$ cat src/hdl/obm_pkg.sv
// Package for the order book price level matcher.
// Holds sizes, the controller state type and the command and status structs.
// No dependencies.
package obm_pkg;
	localparam int LEVELS = 64;
	localparam int IDX_BITS = $clog2(LEVELS);
	localparam int CNT_BITS = $clog2(LEVELS + 1);
	localparam int PRICE_BITS = 32;
	localparam int QTY_BITS = 31;
	localparam int TIME_BITS = 48;

	typedef enum logic [3:0] {
		ST_IDLE,
		ST_MREAD,
		ST_MWAIT,
		ST_MATCH,
		ST_SHIFTL,
		ST_SCAN,
		ST_SWAIT,
		ST_SDEC,
		ST_SHIFTR,
		ST_PLACE,
		ST_EMIT
	} state_t;

	typedef struct packed {
		logic load;
		logic rd_opp_best;
		logic consume;
		logic shl_step;
		logic shl_done;
		logic scan_start;
		logic scan_rd;
		logic scan_next;
		logic merge;
		logic prep_insert;
		logic shr_step;
		logic place;
		logic emit;
	} cmd_t;

	typedef struct packed {
		logic item_zero;
		logic item_last;
		logic opp_empty;
		logic crosses;
		logic full_use;
		logic q_zero;
		logic shl_last;
		logic scan_end;
		logic scan_ahead;
		logic scan_equal;
		logic shr_last;
		logic insert_dropped;
	} sts_t;
endpackage

$ cat src/hdl/obm_controller.sv
// Controller state machine of the order book matcher.
// Depends on obm_pkg. Drives obm_datapath through cmd_t.
module obm_controller (
	input  logic          clk,
	input  logic          arst_n,
	input  logic          in_valid,
	output logic          in_stall,
	output logic          out_valid,
	input  logic          out_stall,
	input  obm_pkg::sts_t sts,
	output obm_pkg::cmd_t cmd
);
	obm_pkg::state_t state_q, state_d;
	logic out_valid_q, out_valid_d;

	always_ff @(posedge clk or negedge arst_n) begin
		if (!arst_n) begin
			state_q <= obm_pkg::ST_IDLE;
			out_valid_q <= 1'b0;
		end else begin
			state_q <= state_d;
			out_valid_q <= out_valid_d;
		end
	end

	assign out_valid = out_valid_q;

	always_comb begin
		state_d = state_q;
		cmd = '0;
		out_valid_d = out_valid_q && out_stall;
		in_stall = 1'b1;
		unique case (state_q)
			obm_pkg::ST_IDLE: begin
				in_stall = 1'b0;
				if (in_valid) begin
					cmd.load = 1'b1;
					state_d = obm_pkg::ST_MREAD;
				end
			end
			obm_pkg::ST_MREAD: begin
				if (sts.q_zero || sts.opp_empty) begin
					cmd.scan_start = 1'b1;
					state_d = sts.q_zero ? obm_pkg::ST_EMIT : obm_pkg::ST_SCAN;
				end else begin
					cmd.rd_opp_best = 1'b1;
					state_d = obm_pkg::ST_MATCH;
				end
			end
			obm_pkg::ST_MATCH: begin
				if (!sts.crosses) begin
					cmd.scan_start = 1'b1;
					state_d = obm_pkg::ST_SCAN;
				end else begin
					cmd.consume = 1'b1;
					state_d = sts.full_use ? obm_pkg::ST_SHIFTL : obm_pkg::ST_MREAD;
				end
			end
			obm_pkg::ST_SHIFTL: begin
				if (sts.shl_last) begin
					cmd.shl_done = 1'b1;
					state_d = obm_pkg::ST_MREAD;
				end else begin
					cmd.shl_step = 1'b1;
				end
			end
			obm_pkg::ST_SCAN: begin
				if (sts.scan_end) begin
					cmd.prep_insert = 1'b1;
					state_d = obm_pkg::ST_SHIFTR;
				end else begin
					cmd.scan_rd = 1'b1;
					state_d = obm_pkg::ST_SDEC;
				end
			end
			obm_pkg::ST_SDEC: begin
				if (sts.scan_ahead) begin
					cmd.scan_next = 1'b1;
					state_d = obm_pkg::ST_SCAN;
				end else if (sts.scan_equal) begin
					cmd.merge = 1'b1;
					state_d = obm_pkg::ST_EMIT;
				end else begin
					cmd.prep_insert = 1'b1;
					state_d = obm_pkg::ST_SHIFTR;
				end
			end
			obm_pkg::ST_SHIFTR: begin
				if (sts.insert_dropped) begin
					state_d = obm_pkg::ST_EMIT;
				end else if (sts.shr_last) begin
					cmd.place = 1'b1;
					state_d = obm_pkg::ST_EMIT;
				end else begin
					cmd.shr_step = 1'b1;
				end
			end
			obm_pkg::ST_EMIT: begin
				if (!sts.item_last) begin
					state_d = obm_pkg::ST_IDLE;
				end else if (!(out_valid_q && out_stall)) begin
					cmd.emit = 1'b1;
					out_valid_d = 1'b1;
					state_d = obm_pkg::ST_IDLE;
				end
			end
			default: begin
				state_d = obm_pkg::ST_IDLE;
			end
		endcase
	end
endmodule

$ cat config.mk
export PLATFORM = sky130hd
export DESIGN_NAME = obm_controller
export DESIGN_NICKNAME = d
export VERILOG_FILES = /design/src/hdl/obm_pkg.sv /design/src/hdl/obm_controller.sv
export SDC_FILE = /design/constraint.sdc
export NUM_CORES = 1
export LEC_CHECK = 0
export BUFFER_PORTS_ARGS = -buffer_cell sky130_fd_sc_hd__clkbuf_2
export CORE_UTILIZATION = 30
export CTS_CLUSTER_SIZE = 40
export DETAILED_ROUTE_END_ITERATION = 12
export GPL_TIMING_DRIVEN = 0
export PLACE_DENSITY = 0.64
export SLEW_MARGIN = 0
export SYNTH_ARGS = -nofsm -noshare
export SYNTH_HDL_FRONTEND = slang
export SYNTH_SLANG_ARGS = --single-unit
$ cat constraint.sdc
create_clock -name clk -period 4.8 [get_ports clk]
set_clock_uncertainty 0.05 [all_clocks]
set_input_delay 0.48 -clock clk [delete_from_list [all_inputs] [get_ports clk]]
set_output_delay 0.48 -clock clk [all_outputs]
set_load 0.02 [all_outputs]
After elaboration in Yosys (flattened, before gate mapping):

Index checks and enable logic that the tools add are counted.

* RAM bits: 0
* memories: 0
* flip-flop bits (word level): 5
* output and inout port bits: 15
* bits in read-only memories: 0
* bits in latches: 0
* input port bits: 16

* reductions and logical operators: 4
* magnitude comparators: 0
* multiply operators: 0
* bitwise operators: 0
* shift operators: 0
* divide/modulo/power cells: 0
* add/sub/neg operators: 0
* mux-type cells: 45
* equal/unequal tests: 11

Operators by type and width (number)
* 4-bit two-way mux: 10
* 4-bit one-hot mux with 8 select lines: 1
* 1-bit two-way mux: 24
* 4-bit by 3-bit equality test with 1-bit output, second input constant: 3
* 2-bit two-way mux: 6
* 4-bit equality test, second input constant: 2
* 3-bit two-way mux: 2
* 3-bit inequality test, second input constant: 2
* 4-bit by 1-bit equality test with 1-bit output, second input constant: 1
* 4-bit by 2-bit equality test with 1-bit output, second input constant: 1
* 4-bit zero test: 1
* 2-bit inequality test, second input constant: 2
* 1-bit one-hot mux with 2 select lines: 2
* 4-bit AND reduction: 1
* 1-bit logical AND: 1
* 1-bit logical OR: 1

Longest topological paths before layout:

Gate-level depths: netlist of the first run.

* word-level depth: 4
* gate-level depth with buffers: 5
* mapped depth without buffers: 4

Worst setup path before layout of the first run:

Ideal clock, no wire load.

* kind: flip-flop to output port
* start point: reg state_q[2]
* end point: out cmd[1] (netlist bit)
* arrival time: 1.541 ns
* path buffers: 0
* stages on the path, launching flop included: 3
* slack: 2.729 ns
* path through: dfrtp_1 > or4b_4 > nor3b_1

RTL lines
* from (decl): RTL line obm_controller.sv:13 `obm_pkg::state_t state_q, state_d;`
* from (signal assigned): RTL line obm_controller.sv:18 `state_q <= obm_pkg::ST_IDLE;`
* from (signal assigned): RTL line obm_controller.sv:21 `state_q <= state_d;`
* to (decl): RTL line obm_controller.sv:11 `output obm_pkg::cmd_t cmd`

==> impl_summary.log, run 1 <==
INFO  metric netlist_top_cells_area = sky130_fd_sc_hd__dfrtp_1 (25%), sky130_fd_sc_hd__nand2_1 (5.3%), sky130_fd_sc_hd__nor2_1 (5.3%), sky130_fd_sc_hd__and3_1 (5.1%), sky130_fd_sc_hd__nor2b_1 (5.1%)
INFO  metric synthesis.yosys.warnings = 0
INFO  metric cts_repair_resized_insts = 0
INFO  metric detail_routed_via_count_per_cell = approximately 5.2
INFO  metric ioPinCount = 31
INFO  metric floorplan.rows = 14
INFO  metric start_util = 32.3%
INFO  metric fin_crit = about 2300 ps
INFO  metric fp.coreArea = 1520 µm²
INFO  metric maxClockFrequency = 0.435 GHz
INFO  metric grt_use_total = around 15%
INFO  metric max_cap_viol_count = 0
INFO  metric hold_ws = approximately 450 ps
INFO  metric width_of_the_die = around 42 µm
INFO  metric clk-insertion-delay-late = ~230 ps
INFO  metric worstHoldStart = out_stall
INFO  metric worst-endpoint-required = between 4000 and 5000 ps
INFO  metric synth-edff-count = 0
INFO  metric setup.worst_path.start_class = flop
INFO  metric global_route.usage.met2 = roughly a quarter
INFO  metric final.setup.tns = 0 ps
INFO  metric design.die.area = ~1800 µm²
INFO  metric fin_crit_sh = between 40% and 50%
INFO  metric syn_area = just under 500 µm²
INFO  metric antennaDiodeCount = 0
INFO  metric timing.hold.worst_path_depth = 3
INFO  metric finished_layout_cells = between 100 and 150
INFO  metric dp.final_hpwl = between 1 and 1.5 mm
INFO  metric route.vias.total = 597
INFO  metric globalRouteOverflowTotal = 0
INFO  metric endpoint_kind = primary output
INFO  metric finalWeightedCongestion = roughly 0.76
INFO  metric number_of_distinct_library_cell_variants_in_the_gate_level_netlist_after_synthesis = 30
INFO  metric globalRouteMet3Util = roughly 1.3%
INFO  metric synth_nets = 80
INFO  metric syn2layout_area_growth = 41.0%
INFO  metric max_slew_margin_vs_limit = 71.5%
INFO  metric slew_viol_final = 0
INFO  metric timing.critical_path.fanout_max = 10
INFO  metric cts_hold_buf = 1
INFO  metric drt_iter0_drc = 10
INFO  metric p_leak = between 0.0003 and 0.0004 µW
INFO  metric drive_above_1_share = between 30% and 40%
INFO  metric drtPass1Iterations = 4
INFO  metric finalSetupViolCount = 0
INFO  metric cts_setup_buffers = 0
INFO  metric busiest_layer = met2
INFO  metric regToRegSetupSlack = just over 3000 ps
INFO  metric final-hold-violation-count = 0
INFO  metric synthesis.area_per_instance = 7.68 µm²
INFO  metric vias_in_the_first_global_route = between 400 and 500
INFO  metric clock-root-buffer = sky130_fd_sc_hd__clkbuf_4
INFO  metric fillers = between 150 and 200
INFO  metric most_frequently_used_flop_master_after_synthesis = sky130_fd_sc_hd__dfrtp_1
INFO  metric detail-route-antenna-nets = 0
INFO  metric clk_path_buf_depth = 2
INFO  metric cts_tree = yes
INFO  metric reg2reg_to = state_q[3]
INFO  metric port-buffer-count = 29
INFO  metric max_slew.worst_pin.slew = approximately 420 ps
INFO  metric status = finished clean
INFO  metric clock-sinks = 5
INFO  metric postSynthCellCount = 64
INFO  metric numCtsBuffers = 3
INFO  metric cts.clk_slew.worst_paths = approximately 40 ps
INFO  metric finalWorstSetupSlack = between 2000 and 3000 ps
INFO  metric pre_cts_ws = between 2000 and 3000 ps
INFO  metric worst_hold_path_endpoint = out_valid
INFO  metric wl_per_instance = ~11 µm
INFO  metric place.detailed.instances = roughly 110
INFO  metric groute.layer.met1.usage = roughly 20%
INFO  metric asyncSetResetFlopFracSynth = 100%
INFO  metric synth-seq-cells = 5
INFO  metric pwr_density_cell = roughly 530 nW/µm²
INFO  metric grt_antenna_before_repair = 0
INFO  metric class_of_the_worst_hold_path = in -> reg
INFO  metric worst_ir_drop_vdd = between 200 and 300 µV
INFO  metric finalWirelength = around 1.3 mm
INFO  metric maximum_number_of_pins_on_one_net_before_global_route_repair = 11
INFO  metric worstSetupPathType = reg -> out
INFO  metric crit-reg2reg-launch = state_q[0]
INFO  metric layout.cell_area.non_filler = just under 700 µm²
INFO  metric synth_top_cell_area_share = approximately a quarter
INFO  metric htree_num_levels = 1
INFO  metric critPathArrivalTime = 1770 ps
INFO  metric grt_setup_unrepaired = false
INFO  metric reg2reg_depth = 4
INFO  metric dieHeight = between 40 and 50 µm
INFO  metric first_pass_grt_wire_length = 2.07 mm
INFO  metric detailed_place.area = about 660 µm²
INFO  metric num-nets-final = ~120
INFO  metric synth-seq-area-share = between 20% and 30%
INFO  metric synth_top_area_cell = sky130_fd_sc_hd__dfrtp_1
INFO  metric detail_route.drc_violations = 0
worst max path at each step:
stage	startpoint	endpoint	slack, ps	cells after the start
after floorplan	state_q[2]	cmd[1]	2730	2
after global placement	state_q[1]	cmd[11]	2790	4
after detailed placement	state_q[1]	cmd[11]	2810	4
after CTS	state_q[1]	cmd[11]	2500	4
after global routing	state_q[1]	cmd[11]	2380	4
final	state_q[1]	cmd[11]	2500	4
flip-flops by register name (all words and copies together), names as in the netlist:
| register | flops |
|---|---|
| state_q | 4 |
| out_valid | 1 |
logic make-up after synthesis:
| logic type | after synthesis | synth area share (%) |
|---|---|---|
| simple gates | 41 | 50.6 |
| buf+inv | 4 | 3.05 |
| mux | 1 | 2.04 |
| compound gates | 13 | 18.8 |
| flops | 5 | 25.4 |
cells in the mapped netlist (2+ instances only):
library cell / instances
sky130_fd_sc_hd__nand3_1: 2
sky130_fd_sc_hd__dfrtp_1: 5
sky130_fd_sc_hd__and3_1: 4
sky130_fd_sc_hd__nor3_1: 4
sky130_fd_sc_hd__clkbuf_1: 2
sky130_fd_sc_hd__nand3b_1: 2
sky130_fd_sc_hd__a21oi_1: 4
sky130_fd_sc_hd__nor2b_1: 4
sky130_fd_sc_hd__a211o_1: 2
sky130_fd_sc_hd__nand2_1: 7
sky130_fd_sc_hd__o21ai_0: 2
sky130_fd_sc_hd__nor2_1: 7
sky130_fd_sc_hd__inv_1: 2
metrics by stage:
stage | utilization [%] | total power, µW
after floorplan | - | 254
after CTS | 45.5 | 369
after global placement | 43.1 | 316
after detailed placement | 43.1 | 319
final | 45.5 | 365
after global routing | 45.5 | 399
worst max-delay path, cell delays in order (launching register included):
cell                       delay [ps]
sky130_fd_sc_hd__dfrtp_1          440
sky130_fd_sc_hd__clkbuf_1         250
sky130_fd_sc_hd__nor4_1           460
sky130_fd_sc_hd__nor2b_1          200
sky130_fd_sc_hd__clkbuf_2         180
layout make-up:
type | instances | area [µm²] | area share, %
multi-input cells | 55 | 352 | 50.7
repair buffers | 30 | 155 | 22.4
flip-flops and latches | 5 | 125 | 18.1
clock buffers | 4 | 26.3 | 3.79
well taps | 16 | 20.0 | 2.89
plain buffers | 2 | 7.51 | 1.08
inverters | 2 | 7.51 | 1.08
cells in the final DEF (no fill, tap or decap), types with 2 or more instances in the layout:
cell and instances:
sky130_fd_sc_hd__dfrtp_1 5, sky130_fd_sc_hd__nor2b_1 4, sky130_fd_sc_hd__nor2_1 7, sky130_fd_sc_hd__nor3_1 4, sky130_fd_sc_hd__inv_1 2, sky130_fd_sc_hd__clkbuf_2 29
sky130_fd_sc_hd__nand3_1 2, sky130_fd_sc_hd__clkbuf_1 3, sky130_fd_sc_hd__nand3b_1 2, sky130_fd_sc_hd__nand2_1 7, sky130_fd_sc_hd__a211o_1 2, sky130_fd_sc_hd__and3_1 4
sky130_fd_sc_hd__a21oi_1 4, sky130_fd_sc_hd__o21ai_0 2, sky130_fd_sc_hd__clkbuf_4 3
power breakdown:
part	switching (µW)	leakage, µW	internal, µW
Combinational	133	0.000302	98.3
Clock	14.4	0.0000150	31.2
Sequential	30.0	0.0000667	57.9
Total	178	0.000384	187
routing by layer:
metal | wire [µm] | vias to the layer above
li1 | - | 309
met1 | 590 | 276
met2 | 666 | 12
met3 | 36 | 0
met4 | 0 | 0
met5 | 0 | -
Power figures use the tool's default switching activity.
==> inputs of run 2 (changes only) <==
- PLACE_DENSITY: 0.64 -> 0.66
- clock period: 4.8 -> 2 ns (I/O delays scaled with it)
==> run 2 against run 1 <==
Effect of this change: non-clock buffer count did not move; critical path depth fell by 1; clock power increased to 2.6 times the previous value; largest power group unchanged.
==> impl_summary.log, run 2 (synthesis gave the netlist of run 1 again) <==
INFO  metric worst_ir_drop_vdd = a little over 500 µV
INFO  metric port-buffer-count = 29
INFO  metric class_of_the_worst_hold_path = in -> reg
INFO  metric critical_path_buf_inv_count = 1
INFO  metric fp.coreArea = ~1500 µm²
INFO  metric numCtsBuffers = 3
INFO  metric clock-sinks = 5
INFO  metric detailed_place.area = ~660 µm²
INFO  metric slew_viol_final = 0
INFO  metric ioPinCount = 31
INFO  metric detail_routed_via_count_per_cell = 5.51
INFO  metric reg2reg_depth = 4
INFO  metric finalWorstSetupSlack = roughly 60 ps
INFO  metric route.vias.total = approximately 630
INFO  metric endpoint_kind = primary output
INFO  metric status = finished clean
INFO  metric design.die.area = around 1800 µm²
INFO  metric start_util = about 32%
INFO  metric cp_cell_sequence = or4b_4, nor3b_1, clkbuf_2
INFO  metric fin_crit = 1940 ps
INFO  metric layout.cell_area.non_filler = approximately 710 µm²
INFO  metric final.setup.tns = 0 ps
INFO  metric pre_cts_ws = roughly 270 ps
INFO  metric worst_path_max_delay_cell = sky130_fd_sc_hd__or4b_4
INFO  metric layout_common_cells = sky130_fd_sc_hd__clkbuf_2 (30), sky130_fd_sc_hd__nor2_1 (7), sky130_fd_sc_hd__nand2_1 (7)
INFO  metric floorplan.rows = 14
INFO  metric wl_per_instance = about 12 µm
INFO  metric max_flop_register = state_q
INFO  metric finalSetupViolCount = 0
INFO  metric finalWirelength = roughly 1.4 mm
INFO  metric drtPass1Iterations = 4
INFO  metric globalRouteOverflowTotal = 0
INFO  metric fin_crit_sh = 97.0%
INFO  metric grt_antenna_before_repair = 0
INFO  metric max_slew.worst_pin.slew = ~470 ps
INFO  metric cts_tree = yes
INFO  metric timing.critical_path.fanout_max = 5
INFO  metric max_cap_viol_count = 0
INFO  metric grt_setup_unrepaired = false
INFO  metric drive_above_1_share = between 40% and 50%
INFO  metric maxClockFrequency = 0.516 GHz
INFO  metric layout_commonest_cell = sky130_fd_sc_hd__clkbuf_2
INFO  metric final-hold-violation-count = 0
INFO  metric clock-root-buffer = sky130_fd_sc_hd__clkbuf_4
INFO  metric setup.worst_path.start_class = flop
INFO  metric pwr_density_cell = 1290 nW/µm²
INFO  metric dieHeight = 42.5 µm
INFO  metric antennaDiodeCount = 0
INFO  metric grt_use_total = between 10% and 20%
INFO  metric vias_in_the_first_global_route = 545
INFO  metric critPathMaxStageDelay = roughly 600 ps
INFO  metric maximum_number_of_pins_on_one_net_before_global_route_repair = 11
INFO  metric dp.final_hpwl = about 1.1 mm
INFO  metric final_total_power = approximately 920 µW
INFO  metric max_slew_margin_vs_limit = between 60 and 70%
INFO  metric fillers = 176
INFO  metric num-nets-final = 115
INFO  metric clk_path_buf_depth = 2
INFO  metric detail-route-antenna-nets = 0
INFO  metric htree_num_levels = 1
INFO  metric drt_iter0_drc = 12
INFO  metric finalWeightedCongestion = just under 0.8
INFO  metric p_leak = roughly 0.00038 µW
INFO  metric worst-endpoint-required = 1750 ps
INFO  metric ff_latch_area = 129 µm²
INFO  metric worstSetupPathType = reg -> out
INFO  metric critPathArrivalTime = 1690 ps
INFO  metric crit_cells = 3
INFO  metric cts.clk_slew.worst_paths = 40 ps
INFO  metric cpLargestDelayFamily = simple AND/OR/NAND/NOR gates
INFO  metric detail_route.drc_violations = 0
INFO  metric syn2layout_area_growth = 45.0%
INFO  metric largest_register_ffs = 4
INFO  metric clk-insertion-delay-late = approximately 240 ps
INFO  metric first_pass_grt_wire_length = between 2 and 2.5 mm
INFO  metric width_of_the_die = 42.5 µm
INFO  metric hold_ws = 154 ps
INFO  metric multi_input_area = 367 µm²
INFO  metric timing.hold.worst_path_depth = 3
run 2: cell types whose count changed in the layout (fill, tap and decap cells not counted):
cell                       delta
sky130_fd_sc_hd__dfrtp_1      -3
sky130_fd_sc_hd__clkbuf_2     +1
sky130_fd_sc_hd__clkbuf_1     -1
sky130_fd_sc_hd__dfrtp_2      +3
sky130_fd_sc_hd__nor4_4       +1
sky130_fd_sc_hd__nor4_1       -1
run 2: worst paths after layout:
| kind | start | slack (ps) | endpoint |
|---|---|---|---|
| min in group asynchronous | arst_n | 260 | state_q[3] |
| max in group asynchronous | arst_n | 1490 | state_q[1] |
| worst max-delay path | state_q[2] | 60 | cmd[1] |
| worst max register to register | state_q[2] | 270 | state_q[3] |
| worst min register to register | out_valid | 480 | out_valid |
| worst min-delay path | out_stall | 150 | out_valid |
run 2: final cells by class:
cell class / count / share of cell area, %
multi-input cells: 55 / 51.4
flip-flops and latches: 5 / 18.1
clock buffers: 4 / 3.68
well taps: 16 / 2.81
repair buffers: 30 / 21.8
inverters: 2 / 1.05
plain buffers: 2 / 1.23
run 2: metrics by stage:
step,util [%],std cells
2_1_floorplan,-,64
3_3_place_gp,43.1,109
3_5_place_dp,43.1,109
4_1_cts,45.5,114
5_1_grt,46.8,114
6_report,46.8,114
run 2: layer usage:
layer | share of wire, % | vias to the layer above | global-route usage [%]
li1 | - | 306 | -
met1 | 45 | 292 | 20.2
met2 | 48 | 28 | 26.2
met3 | 5.6 | 2 | 1.29
met4 | 1.4 | 0 | 7.50
met5 | 0 | - | 0
run 2: power breakdown:
| group | total [µW] | switching [µW] | internal, µW |
|---|---|---|---|
| sequential | 215 | 70.0 | 145 |
| clock | 117 | 41.9 | 75.5 |
| combinational | 586 | 341 | 244 |
| total | 918 | 453 | 465 |
run 2: timing repair:
item	4_1_cts	5_1_grt
hold buffers	1	0
setup endpoints to repair	0	4
hold endpoints to repair	5	0
gates resized for setup	0	7
buffers inserted	0	0
run 2: worst reg2reg max path, cell delays in order, from the launching register on:
cell and delay, ps:
sky130_fd_sc_hd__dfrtp_1 420, sky130_fd_sc_hd__or4b_4 610, sky130_fd_sc_hd__nor3_4 190, sky130_fd_sc_hd__a31oi_2 80, sky130_fd_sc_hd__a211o_1 270
==> inputs of run 3 (changes only) <==
==> constraint.sdc (replaced) <==
create_clock -name clk -period 2 [get_ports clk]
set_clock_uncertainty 0.05 [all_clocks]
set_input_delay 0.1 -clock clk [delete_from_list [all_inputs] [get_ports clk]]
set_output_delay 0.1 -clock clk [all_outputs]
set_load 0.02 [all_outputs]
==> run 3 against run 2 <==
Effect of this change: combinational power decreased by 3.9%; highest routed layer unchanged; largest cell class unchanged; die area stayed put; via count down 3.5%; count of clock-buffer cells in the layout stayed put; clock power about the same; critical path depth grew 2; global-route usage unchanged; worst setup slack improved by 71 ps; critical endpoint is now cmd[0]; wire length is 3.2% lower; sequential share of layout area is 0.18 points lower.
==> impl_summary.log, run 3 (synthesis gave the netlist of run 1 again) <==
INFO  metric cts_setup_buffers = 0
INFO  metric finalWeightedCongestion = around 0.77
INFO  metric drtPass1Iterations = 4
INFO  metric finalWorstSetupSlack = between 100 and 150 ps
INFO  metric final.setup.tns = 0 ps
INFO  metric grt_setup_unrepaired = false
INFO  metric endpoint_kind = primary output
INFO  metric maxClockFrequency = between 0.5 and 0.6 GHz
INFO  metric max_flop_register = state_q
INFO  metric route.vias.total = around 600
INFO  metric clock-sinks = 5
INFO  metric clk-insertion-delay-late = roughly 240 ps
INFO  metric critPathArrivalTime = 1720 ps
INFO  metric class_of_the_worst_hold_path = in -> reg
INFO  metric finalSetupViolCount = 0
INFO  metric vias_in_the_first_global_route = ~550
INFO  metric port-buffer-count = 29
INFO  metric finalWirelength = 1.35 mm
INFO  metric cts.clk_slew.worst_paths = about 40 ps
INFO  metric detail-route-antenna-nets = 0
INFO  metric drt_iter0_drc = 12
INFO  metric drive_above_1_share = around 38%
INFO  metric htree_num_levels = 1
INFO  metric globalRouteOverflowTotal = 0
INFO  metric cts_tree = yes
INFO  metric max_slew_margin_vs_limit = ~73%
INFO  metric fin_crit = 1870 ps
INFO  metric setup.worst_path.start_class = flop
INFO  metric grt_antenna_before_repair = 0
INFO  metric max_cap_viol_count = 0
INFO  metric wl_per_instance = about 12 µm
INFO  metric layout_common_cells = sky130_fd_sc_hd__clkbuf_2 (29), sky130_fd_sc_hd__nor2_1 (7), sky130_fd_sc_hd__nand2_1 (7), sky130_fd_sc_hd__dfrtp_1 (5)
INFO  metric pwr_density_cell = 1270 nW/µm²
INFO  metric design.die.area = roughly 1800 µm²
INFO  metric detail_route.drc_violations = 0
INFO  metric fin_crit_sh = between 90% and 100%
INFO  metric first_pass_grt_wire_length = between 2 and 2.5 mm
INFO  metric grt_use_total = 15.7%
INFO  metric num-nets-final = between 100 and 150
INFO  metric layout_commonest_cell = sky130_fd_sc_hd__clkbuf_2
INFO  metric final_core_utilization = between 40% and 50%
INFO  metric largest_register_ffs = 4
INFO  metric antennaDiodeCount = 0
INFO  metric dp.final_hpwl = between 1 and 1.5 mm
INFO  metric ioPinCount = 31
INFO  metric maximum_number_of_pins_on_one_net_before_global_route_repair = 11
INFO  metric detail_routed_via_count_per_cell = about 5.3
INFO  metric floorplan.rows = 14
INFO  metric hold_ws = roughly 59 ps
INFO  metric status = finished clean
INFO  metric worst_ir_drop_vdd = ~500 µV
INFO  metric pre_cts_ws = 268 ps
INFO  metric width_of_the_die = around 42 µm
INFO  metric final-hold-violation-count = 0
INFO  metric timing.critical_path.fanout_max = 10
INFO  metric clk_path_buf_depth = 2
INFO  metric start_util = roughly 32%
INFO  metric fillers = between 150 and 200
INFO  metric dieHeight = 42.5 µm
INFO  metric fp.coreArea = around 1500 µm²
INFO  metric p_leak = 0.000384 µW
INFO  metric numCtsBuffers = 3
INFO  metric worstSetupPathType = reg -> out
INFO  metric clock-root-buffer = sky130_fd_sc_hd__clkbuf_4
INFO  metric slew_viol_final = 0
INFO  metric max_slew.worst_pin.slew = around 410 ps
INFO  metric syn2layout_area_growth = 42.2%
INFO  metric worst-endpoint-required = about 1900 ps
==> run 3: cell types whose count changed in the layout (fill, tap and decap cells not counted) <==
cell	change
sky130_fd_sc_hd__dfrtp_2	-3
sky130_fd_sc_hd__dfrtp_1	+3
sky130_fd_sc_hd__nor4_2	+1
sky130_fd_sc_hd__clkbuf_1	+1
sky130_fd_sc_hd__nor4_4	-1
sky130_fd_sc_hd__clkbuf_2	-1
==> run 3: worst paths after layout <==
kind | slack (ps) | cells after the start | endpoint | startpoint
worst min-delay path | 60 | 3 | out_valid | out_stall
min in group asynchronous | 160 | 2 | state_q[3] | arst_n
max in group asynchronous | 1600 | 2 | state_q[2] | arst_n
worst min register to register | 480 | 2 | out_valid | out_valid
worst max register to register | 260 | 4 | state_q[3] | state_q[0]
worst max-delay path | 130 | 5 | cmd[0] | state_q[2]
==> run 3: worst max-delay path, cell delays in order, from the launching register on <==
cell                       delay (ps)
sky130_fd_sc_hd__dfrtp_1          420
sky130_fd_sc_hd__clkbuf_1         240
sky130_fd_sc_hd__nor4bb_1         330
sky130_fd_sc_hd__nand2_1          140
sky130_fd_sc_hd__a21oi_1          150
sky130_fd_sc_hd__clkbuf_2         190
==> run 3: final cells by class <==
type / instances / area, µm² / share of cell area [%]
repair buffers: 30 / 155 / 22.2
multi-input cells: 55 / 358 / 51.2
plain buffers: 2 / 7.51 / 1.07
inverters: 2 / 7.51 / 1.07
flip-flops and latches: 5 / 125 / 17.9
well taps: 16 / 20.0 / 2.86
clock buffers: 4 / 26.3 / 3.76
==> run 3: stage by stage <==
stage	total power [µW]	std cells	area [µm²]
2_1_floorplan	609	64	492
3_3_place_gp	751	109	657
3_5_place_dp	762	109	657
4_1_cts	886	114	693
5_1_grt	971	114	699
6_report	889	114	699
==> run 3: timing repair <==
item	CTS	global route
endpoints found under the setup margin	0	1
endpoints found under the hold margin	5	0
resized for setup	0	1
hold buffers	1	0
==> run 3: report_power, final <==
part	internal, µW	switching, µW	total [µW]	leakage [µW]
Combinational	238	325	563	0.000303
Clock	75.4	41.2	117	0.0000150
Sequential	139	69.8	209	0.0000667
==> run 3: metal layers <==
| layer | global-route usage, % | part of all wire, % | up-vias |
|---|---|---|---|
| met5 | 0 | 0 | - |
| met4 | 7.50 | 1.3 | 0 |
| met3 | 1.29 | 4.4 | 2 |
| met2 | 26.2 | 49 | 22 |
| met1 | 20.2 | 46 | 279 |
| li1 | - | - | 303 |
